==> src/rtl/fmlf_pkg.sv <==
package fmlf_pkg;

   localparam int MAX_PATTERN = 16;
   localparam int MAX_BYTES = 1048576;
   localparam int PAT_IDX_W = $clog2(MAX_PATTERN);
   localparam int PAT_LEN_W = 5;
   localparam int OFS_W = 20;
   localparam int POS_W = 21;
   localparam int LEN_W = 21;
   localparam int CSR_ADDR_W = 5;
   localparam int CSR_DATA_W = 64;

   localparam logic [7:0] NEWLINE_CODE = 8'h0a;

   localparam logic [1:0] REG_PATTERN_LOW = 2'd0;
   localparam logic [1:0] REG_PATTERN_HIGH = 2'd1;
   localparam logic [1:0] REG_PATTERN_LENGTH = 2'd2;

   typedef struct packed {
      logic [MAX_PATTERN-1:0][7:0] pattern;
      logic [PAT_LEN_W-1:0] length;
   } cfg_type;

   typedef struct packed {
      logic equal;
      logic [OFS_W-1:0] line_start;
   } match_type;

endpackage

==> src/rtl/fmlf_csr.sv <==
module fmlf_csr (
   input logic clock,
   input logic reset,
   input logic csr_psel,
   input logic csr_penable,
   input logic csr_pwrite,
   input logic [fmlf_pkg::CSR_ADDR_W-1:0] csr_paddr,
   input logic [fmlf_pkg::CSR_DATA_W-1:0] csr_pwdata,
   output logic [fmlf_pkg::CSR_DATA_W-1:0] csr_prdata,
   output logic csr_pready,
   output fmlf_pkg::cfg_type cfg
);

   logic [63:0] pat_low_ff, pat_low_in;
   logic [63:0] pat_high_ff, pat_high_in;
   logic [fmlf_pkg::PAT_LEN_W-1:0] pat_len_ff, pat_len_in;
   logic wr_en;
   logic [1:0] reg_idx;

   assign csr_pready = 1'b1;
   assign wr_en = csr_psel && csr_penable && csr_pwrite && csr_pready;
   assign reg_idx = csr_paddr[4:3];

   always_comb begin
      pat_low_in = pat_low_ff;
      pat_high_in = pat_high_ff;
      pat_len_in = pat_len_ff;
      if (wr_en) begin
         case (reg_idx)
            fmlf_pkg::REG_PATTERN_LOW: pat_low_in = csr_pwdata;
            fmlf_pkg::REG_PATTERN_HIGH: pat_high_in = csr_pwdata;
            fmlf_pkg::REG_PATTERN_LENGTH: pat_len_in = csr_pwdata[fmlf_pkg::PAT_LEN_W-1:0];
            default: ;
         endcase
      end
   end

   always_ff @(posedge clock) begin
      if (reset) begin
         pat_low_ff <= '0;
         pat_high_ff <= '0;
         pat_len_ff <= fmlf_pkg::PAT_LEN_W'(1);
      end else begin
         pat_low_ff <= pat_low_in;
         pat_high_ff <= pat_high_in;
         pat_len_ff <= pat_len_in;
      end
   end

   always_comb begin
      case (reg_idx)
         fmlf_pkg::REG_PATTERN_LOW: csr_prdata = pat_low_ff;
         fmlf_pkg::REG_PATTERN_HIGH: csr_prdata = pat_high_ff;
         fmlf_pkg::REG_PATTERN_LENGTH:
            csr_prdata = fmlf_pkg::CSR_DATA_W'(pat_len_ff);
         default: csr_prdata = '0;
      endcase
   end

   // zero acts as one, anything above the maximum acts as the maximum
   always_comb begin
      cfg.pattern = {pat_high_ff, pat_low_ff};
      if (pat_len_ff == '0) begin
         cfg.length = fmlf_pkg::PAT_LEN_W'(1);
      end else if (pat_len_ff > fmlf_pkg::PAT_LEN_W'(fmlf_pkg::MAX_PATTERN)) begin
         cfg.length = fmlf_pkg::PAT_LEN_W'(fmlf_pkg::MAX_PATTERN);
      end else begin
         cfg.length = pat_len_ff;
      end
   end

endmodule

==> src/rtl/fmlf_window.sv <==
module fmlf_window (
   input logic clock,
   input logic shift_en,
   input logic [7:0] byte_value,
   input logic [fmlf_pkg::OFS_W-1:0] cur_line_start,
   input fmlf_pkg::cfg_type cfg,
   output fmlf_pkg::match_type match
);

   logic [7:0] byte_ff [fmlf_pkg::MAX_PATTERN];
   logic [fmlf_pkg::OFS_W-1:0] ls_ff [fmlf_pkg::MAX_PATTERN];
   logic [7:0] view [fmlf_pkg::MAX_PATTERN];
   logic [fmlf_pkg::MAX_PATTERN-1:0] hit;
   logic [fmlf_pkg::PAT_LEN_W-1:0] pidx;
   logic [fmlf_pkg::PAT_LEN_W-1:0] lidx;

   always_ff @(posedge clock) begin
      if (shift_en) begin
         byte_ff[0] <= byte_value;
         ls_ff[0] <= cur_line_start;
         for (int k = 1; k < fmlf_pkg::MAX_PATTERN; k++) begin
            byte_ff[k] <= byte_ff[k-1];
            ls_ff[k] <= ls_ff[k-1];
         end
      end
   end

   // window as it stands once the incoming byte is shifted in
   always_comb begin
      view[0] = byte_value;
      for (int k = 1; k < fmlf_pkg::MAX_PATTERN; k++) begin
         view[k] = byte_ff[k-1];
      end
   end

   always_comb begin
      hit = '0;
      pidx = '0;
      for (int j = 0; j < fmlf_pkg::MAX_PATTERN; j++) begin
         pidx = cfg.length - fmlf_pkg::PAT_LEN_W'(j + 1);
         if (fmlf_pkg::PAT_LEN_W'(j) >= cfg.length) begin
            hit[j] = 1'b1;
         end else begin
            hit[j] = (view[j] == cfg.pattern[pidx[fmlf_pkg::PAT_IDX_W-1:0]]);
         end
      end
   end

   assign lidx = cfg.length - fmlf_pkg::PAT_LEN_W'(2);

   always_comb begin
      match.equal = &hit;
      if (cfg.length == fmlf_pkg::PAT_LEN_W'(1)) begin
         match.line_start = cur_line_start;
      end else begin
         match.line_start = ls_ff[lidx[fmlf_pkg::PAT_IDX_W-1:0]];
      end
   end

endmodule

==> src/rtl/first_match_line_finder_core.sv <==
// Streams a buffer in one byte per transfer and reports, once per buffer, the
// leftmost occurrence of the programmed pattern (1 to 16 bytes) together with
// the start and length of the line that holds it. The result is sent when the
// newline closing that line arrives, or with the transfer flagged last_byte
// when no result has gone out yet; a buffer without a match reports found=0.
// A byte is taken every cycle while the result register is empty or its result
// is taken in that cycle. Each byte is held in an input register while a 16-way
// parallel compare of the byte window against the pattern runs on it, and the
// result register loads from it when the byte leaves the input register. A
// stalled result holds the input register and then the input.
// Positions saturate at 1048576 bytes and set overflow. Program the pattern
// registers only while no buffer is in flight.
module first_match_line_finder_core (
   input logic clock,
   input logic reset,
   input logic req_valid,
   output logic req_ready,
   input logic [7:0] req_byte_value,
   input logic req_last_byte,
   output logic rsp_valid,
   input logic rsp_ready,
   output logic rsp_found,
   output logic [19:0] rsp_match_offset,
   output logic [19:0] rsp_line_start,
   output logic [20:0] rsp_line_length,
   output logic rsp_overflow,
   input logic csr_psel,
   input logic csr_penable,
   input logic csr_pwrite,
   input logic [fmlf_pkg::CSR_ADDR_W-1:0] csr_paddr,
   input logic [fmlf_pkg::CSR_DATA_W-1:0] csr_pwdata,
   output logic [fmlf_pkg::CSR_DATA_W-1:0] csr_prdata,
   output logic csr_pready
);

   localparam int OW = fmlf_pkg::OFS_W;
   localparam int PW = fmlf_pkg::POS_W;

   fmlf_pkg::cfg_type cfg;
   fmlf_pkg::match_type match;

   logic s1_valid_ff, s1_valid_in;
   logic [7:0] s1_byte_ff;
   logic s1_last_ff;

   logic [PW-1:0] pos_ff, pos_in;
   logic [OW-1:0] cur_ls_ff, cur_ls_in;
   logic seen_ff, seen_in;
   logic [OW-1:0] ofs_ff, ofs_in;
   logic [OW-1:0] mls_ff, mls_in;
   logic reported_ff, reported_in;
   logic ovf_ff, ovf_in;

   logic out_valid_ff, out_valid_in;
   logic out_found_ff, out_found_in;
   logic [OW-1:0] out_ofs_ff, out_ofs_in;
   logic [OW-1:0] out_ls_ff, out_ls_in;
   logic [fmlf_pkg::LEN_W-1:0] out_len_ff, out_len_in;
   logic out_ovf_ff, out_ovf_in;

   logic out_free, advance, in_range, shift_en, try_cmp, just_hit, is_nl;
   logic emit_nl, emit_last;
   logic [PW-1:0] pos_inc, start_wide;
   logic [PW-1:0] line_end;

   fmlf_csr u_csr (
      .clock(clock),
      .reset(reset),
      .csr_psel(csr_psel),
      .csr_penable(csr_penable),
      .csr_pwrite(csr_pwrite),
      .csr_paddr(csr_paddr),
      .csr_pwdata(csr_pwdata),
      .csr_prdata(csr_prdata),
      .csr_pready(csr_pready),
      .cfg(cfg)
   );

   fmlf_window u_window (
      .clock(clock),
      .shift_en(shift_en),
      .byte_value(s1_byte_ff),
      .cur_line_start(cur_ls_ff),
      .cfg(cfg),
      .match(match)
   );

   assign out_free = !out_valid_ff || rsp_ready;
   assign advance = s1_valid_ff && out_free;
   assign req_ready = !s1_valid_ff || advance;

   always_comb begin
      s1_valid_in = s1_valid_ff;
      if (req_valid && req_ready) begin
         s1_valid_in = 1'b1;
      end else if (advance) begin
         s1_valid_in = 1'b0;
      end
   end

   always_ff @(posedge clock) begin
      if (reset) begin
         s1_valid_ff <= 1'b0;
      end else begin
         s1_valid_ff <= s1_valid_in;
      end
   end

   always_ff @(posedge clock) begin
      if (req_valid && req_ready) begin
         s1_byte_ff <= req_byte_value;
         s1_last_ff <= req_last_byte;
      end
   end

   assign in_range = pos_ff < PW'(fmlf_pkg::MAX_BYTES);
   assign shift_en = advance && in_range;
   assign pos_inc = pos_ff + PW'(1);
   assign is_nl = s1_byte_ff == fmlf_pkg::NEWLINE_CODE;
   assign try_cmp = !seen_ff && !reported_ff && (pos_inc >= PW'(cfg.length));
   assign just_hit = shift_en && try_cmp && match.equal;
   assign emit_nl = shift_en && seen_ff && !reported_ff && is_nl;
   assign emit_last = advance && s1_last_ff && !reported_ff && !emit_nl;
   assign start_wide = pos_inc - PW'(cfg.length);

   always_comb begin
      pos_in = pos_ff;
      cur_ls_in = cur_ls_ff;
      seen_in = seen_ff;
      ofs_in = ofs_ff;
      mls_in = mls_ff;
      reported_in = reported_ff;
      ovf_in = ovf_ff;
      if (advance) begin
         if (!in_range) begin
            ovf_in = 1'b1;
         end else begin
            pos_in = pos_inc;
            if (is_nl) begin
               cur_ls_in = pos_inc[OW-1:0];
            end
         end
         if (just_hit) begin
            seen_in = 1'b1;
            ofs_in = start_wide[OW-1:0];
            mls_in = match.line_start;
         end
         if (emit_nl) begin
            reported_in = 1'b1;
         end
         if (s1_last_ff) begin
            pos_in = '0;
            cur_ls_in = '0;
            seen_in = 1'b0;
            ofs_in = '0;
            mls_in = '0;
            reported_in = 1'b0;
            ovf_in = 1'b0;
         end
      end
   end

   always_ff @(posedge clock) begin
      if (reset) begin
         pos_ff <= '0;
         cur_ls_ff <= '0;
         seen_ff <= 1'b0;
         ofs_ff <= '0;
         mls_ff <= '0;
         reported_ff <= 1'b0;
         ovf_ff <= 1'b0;
      end else begin
         pos_ff <= pos_in;
         cur_ls_ff <= cur_ls_in;
         seen_ff <= seen_in;
         ofs_ff <= ofs_in;
         mls_ff <= mls_in;
         reported_ff <= reported_in;
         ovf_ff <= ovf_in;
      end
   end

   // result fields, built from the buffer state and the byte now advancing
   always_comb begin
      line_end = emit_nl ? pos_ff : (in_range ? pos_inc : pos_ff);
      out_valid_in = out_valid_ff;
      out_found_in = out_found_ff;
      out_ofs_in = out_ofs_ff;
      out_ls_in = out_ls_ff;
      out_len_in = out_len_ff;
      out_ovf_in = out_ovf_ff;
      if (emit_nl || emit_last) begin
         out_valid_in = 1'b1;
         out_ovf_in = ovf_ff || !in_range;
         if (seen_ff || just_hit) begin
            out_found_in = 1'b1;
            out_ofs_in = just_hit ? start_wide[OW-1:0] : ofs_ff;
            out_ls_in = just_hit ? match.line_start : mls_ff;
            out_len_in = line_end - PW'(just_hit ? match.line_start : mls_ff);
         end else begin
            out_found_in = 1'b0;
            out_ofs_in = '0;
            out_ls_in = '0;
            out_len_in = '0;
         end
      end else if (rsp_ready) begin
         out_valid_in = 1'b0;
      end
   end

   always_ff @(posedge clock) begin
      if (reset) begin
         out_valid_ff <= 1'b0;
      end else begin
         out_valid_ff <= out_valid_in;
      end
   end

   always_ff @(posedge clock) begin
      out_found_ff <= out_found_in;
      out_ofs_ff <= out_ofs_in;
      out_ls_ff <= out_ls_in;
      out_len_ff <= out_len_in;
      out_ovf_ff <= out_ovf_in;
   end

   assign rsp_valid = out_valid_ff;
   assign rsp_found = out_found_ff;
   assign rsp_match_offset = out_ofs_ff;
   assign rsp_line_start = out_ls_ff;
   assign rsp_line_length = out_len_ff;
   assign rsp_overflow = out_ovf_ff;

endmodule

==> config.mk <==
export PLATFORM = sky130hd
export DESIGN_NAME = first_match_line_finder_core
export DESIGN_NICKNAME = d
export VERILOG_FILES = /design/src/rtl/fmlf_pkg.sv /design/src/rtl/fmlf_csr.sv /design/src/rtl/fmlf_window.sv /design/src/rtl/first_match_line_finder_core.sv
export SDC_FILE = /design/constraint.sdc
export NUM_CORES = 2
export LEC_CHECK = 0
export ABC_AREA = 1
export BUFFER_PORTS_ARGS = -buffer_cell sky130_fd_sc_hd__buf_4
export CELL_PAD_IN_SITES_DETAIL_PLACEMENT = 0
export CELL_PAD_IN_SITES_GLOBAL_PLACEMENT = 2
export CORE_UTILIZATION = 25
export DETAILED_ROUTE_END_ITERATION = 7
export GPL_TIMING_DRIVEN = 0
export PLACE_DENSITY = 0.6
export SLEW_MARGIN = 20
export SYNTH_ARGS = -nofsm -noshare
export SYNTH_HDL_FRONTEND = slang
export SYNTH_SLANG_ARGS = --single-unit
==> constraint.sdc <==
create_clock -name clock -period 40 [get_ports clock]
set_input_delay 6 -clock clock [delete_from_list [all_inputs] [get_ports clock]]
set_output_delay 6 -clock clock [all_outputs]
set_load 0.005 [all_outputs]
==> results.yml <==
logic_synthesis:
  async_flop_share: 0
  synth_cells: 4970
  avgSynthCellArea_um2: 8.00
  synth_top_area_cell: "edfxtp_1"
  synth_edf_count: 512
  ys_warn_count: 0
  synth.top_cell.area_share: 0.387
  ys_seq_area_frac: 0.497
  yosysMostFrequentCell: "nand2_1"
  syn_nets: 5093
  synthTopCellsByCount: "nand2_1, nand3_1, edfxtp_1"
  synth-seq-cells: 731
  ys_top_cells_by_area: "edfxtp_1, nand3_1, dfxtp_1, nand2_1, o21ai_0"
  ys.flop_type: "edfxtp_1"
  ys_types: 56
  synth_area_um2: 39700
die:
  die_y_um: 401
  io_pins: 215
  die_x_um: 401
  fp.coreArea_um2: 157000
  rows: 145
  start_util: 0.253
  die_area_um2: 161000
layout:
  syn2layout_area_growth_pct: 19.5
  multi_input_area_um2: 17400
  fillCellCount: 16947
  final_area_um2: 47500
  drive_above_1_share: 0.0917
  fin_util: 0.303
  ff_latch_area_um2: 19800
  final_cells: 7424
  layout.nets: 5416
routing:
  final_antenna_net_count: 0
  wl_per_cell_um: 29.5
  drt_wl_total_mm: 219
  vias_per_cell: 5.27
  vias: 39099
  drcViolationCount: 0
  drt-initial-drc-count: 4504
  drtPass1Iterations: 6
worst_hold_path:
  holdPathStages: 0
  hold_path.class: "reg2reg"
clock_network:
  numCtsBuffers: 87
  ctsResizeCount: 0
  cts_max_path_buffers: 3
  htree_levels: 3
  clkLatencyLatePin_ns: 0.72
  clk_pin_slew_ns: 0.06
  cts_tree: "yes"
  root_buffer: "clkbuf_16"
  postCtsHoldBufs: 0
  clkSinkCount: 731
  cts_setup_buffers: 0
run_status:
  status: "completed"
place:
  portBuffers: 210
  finalWeightedCongestion: 1.02
  dp_cells: 7262
  dp_hpwl_mm: 178
  placed_area_um2: 44500
  pre_cts_ws_ns: 25.56
timing:
  rsz0062_at_grt: "no"
  setup_ws_ns: 25.51
  fin_crit_sh: 0.362
  clock.fmax_ghz: 0.0690
  finClkSkew_ns: 0.0480
  finalMaxSlewViolations: 0
  hold_viol_final: 0
  setup_viol: 0
  tightest_slew_ns: 1.03
  period_minus_slack_ns: 14.49
  max_slew_margin: 0.311
run:
  cap_viol_max_count: 0
critical_path:
  cp_max_fo: 10
  rr_worst_depth: 39
  start_kind: "input port"
  worstSetupPathType: "in2out"
  cp_data_arrival_time_ns: 8.49
  endpoint_kind: "primary output"
  crit_required_ns: 34.00
global_routing:
  grt_pass1_vias: 36707
  grt_pass1_wl_mm: 300
  antenna_found_initial: 8
  globalRouteOverflowTotal: 0
  grt_usage: 0.266
  grt_start_max_net_pins: 29
power:
  leakage_nw: 18.7
  ir_drop_mv: 0.0311
  power_density_nw_per_um2: 41.3
  p_total_mw: 1.96
## worst max-delay path, stage by stage
cell      delay [ns]
buf_4           0.12
nor2_1          0.68
inv_1           0.16
clkbuf_1        0.40
clkbuf_1        0.39
o22ai_1         0.52
buf_4           0.21
## area by class of cell
class | count | share of cell area
inverters | 375 | 0.0296
plain buffers | 283 | 0.0247
clock inverters | 51 | 0.0145
clock buffers | 109 | 0.0491
well taps | 2058 | 0.0542
multi-input cells | 3581 | 0.367
diodes | 2 | 0.000105
flip-flops and latches | 731 | 0.416
repair buffers | 234 | 0.0449
## sequential cells by signal, summed over array words and instances (netlist names), 5 cells and up
name               count
u_csr.pat_high_ff     64
u_window.byte_ff     120
rsp_match_offset      20
mls_ff                20
u_csr.pat_low_ff      64
ofs_ff                20
s1_byte_ff             8
pos_ff                21
rsp_line_length       21
u_window.ls_ff       320
u_csr.pat_len_ff       5
cur_ls_ff             20
rsp_line_start        20
## routing by layer
layer / GRT usage / vias up / share of wire
met2: 0.380 / 1600 / 0.41
met5: 0 / - / 0.00022
met3: 0.0445 / 259 / 0.070
met1: 0.405 / 19344 / 0.49
li1: - / 17890 / -
met4: 0.0719 / 6 / 0.027
## where the power goes
group          leakage [nW]  internal, mW  switching (mW)
logic                  10.6        0.0700           0.184
registers              6.56         0.835          0.0214
clock network          1.46         0.490           0.363
total                  18.7          1.40           0.568
## placed cells by master (no fill, tap or decap), types with 13 or more instances in the layout
| master | n |
|---|---|
| xor2_1 | 26 |
| o211ai_1 | 16 |
| clkinv_2 | 17 |
| a2bb2oi_1 | 22 |
| nand4_1 | 21 |
| ha_1 | 37 |
| buf_2 | 31 |
| a21oi_1 | 221 |
| inv_1 | 358 |
| edfxtp_1 | 512 |
| nand3_1 | 1035 |
| nand3b_1 | 63 |
| nand2_2 | 15 |
| o221ai_1 | 72 |
| clkbuf_16 | 88 |
| buf_1 | 38 |
| o22ai_1 | 50 |
| dfxtp_1 | 219 |
| clkbuf_1 | 211 |
| o21a_1 | 16 |
| nor2_1 | 363 |
| nand2_1 | 1138 |
| buf_4 | 226 |
| clkinv_1 | 16 |
| o21ai_0 | 367 |
| o32ai_1 | 13 |
| or2_2 | 34 |
## logic make-up (layout without fill, tap and decap cells)
group                    Yosys count  count (layout)  synth area share
AO/OA/AOI/OAI                    811             811             0.118
AND/OR/NAND/NOR                 2695            2695             0.300
other                              1               3         0.0000944
flip-flops                       731             731             0.497
XOR/XNOR                          30              30           0.00727
adder cells (fa/ha/maj)           38              38            0.0122
multiplexers                       6               6           0.00151
buffers and inverters            658            1052            0.0648
## worst paths after layout
kind | start | to | slack (ns)
setup reg to reg | u_csr.pat_len_ff[4] | rsp_line_length[20] | 27.17
setup / recovery | csr_paddr[4] | csr_prdata[49] | 25.51
hold reg to reg | u_window.ls_ff[10][8] | u_window.ls_ff[11][8] | 0.43
hold / removal | u_window.ls_ff[10][8] | u_window.ls_ff[11][8] | 0.43
## through the flow
stage	hold slack, ns	TNS (ns)
2_1_floorplan	0.418	0
3_3_place_gp	0.419	-353.50
3_5_place_dp	0.425	0
4_1_cts	0.426	0
5_1_grt	0.430	0
6_report	0.433	0
(Power assumes the default switching activity.)
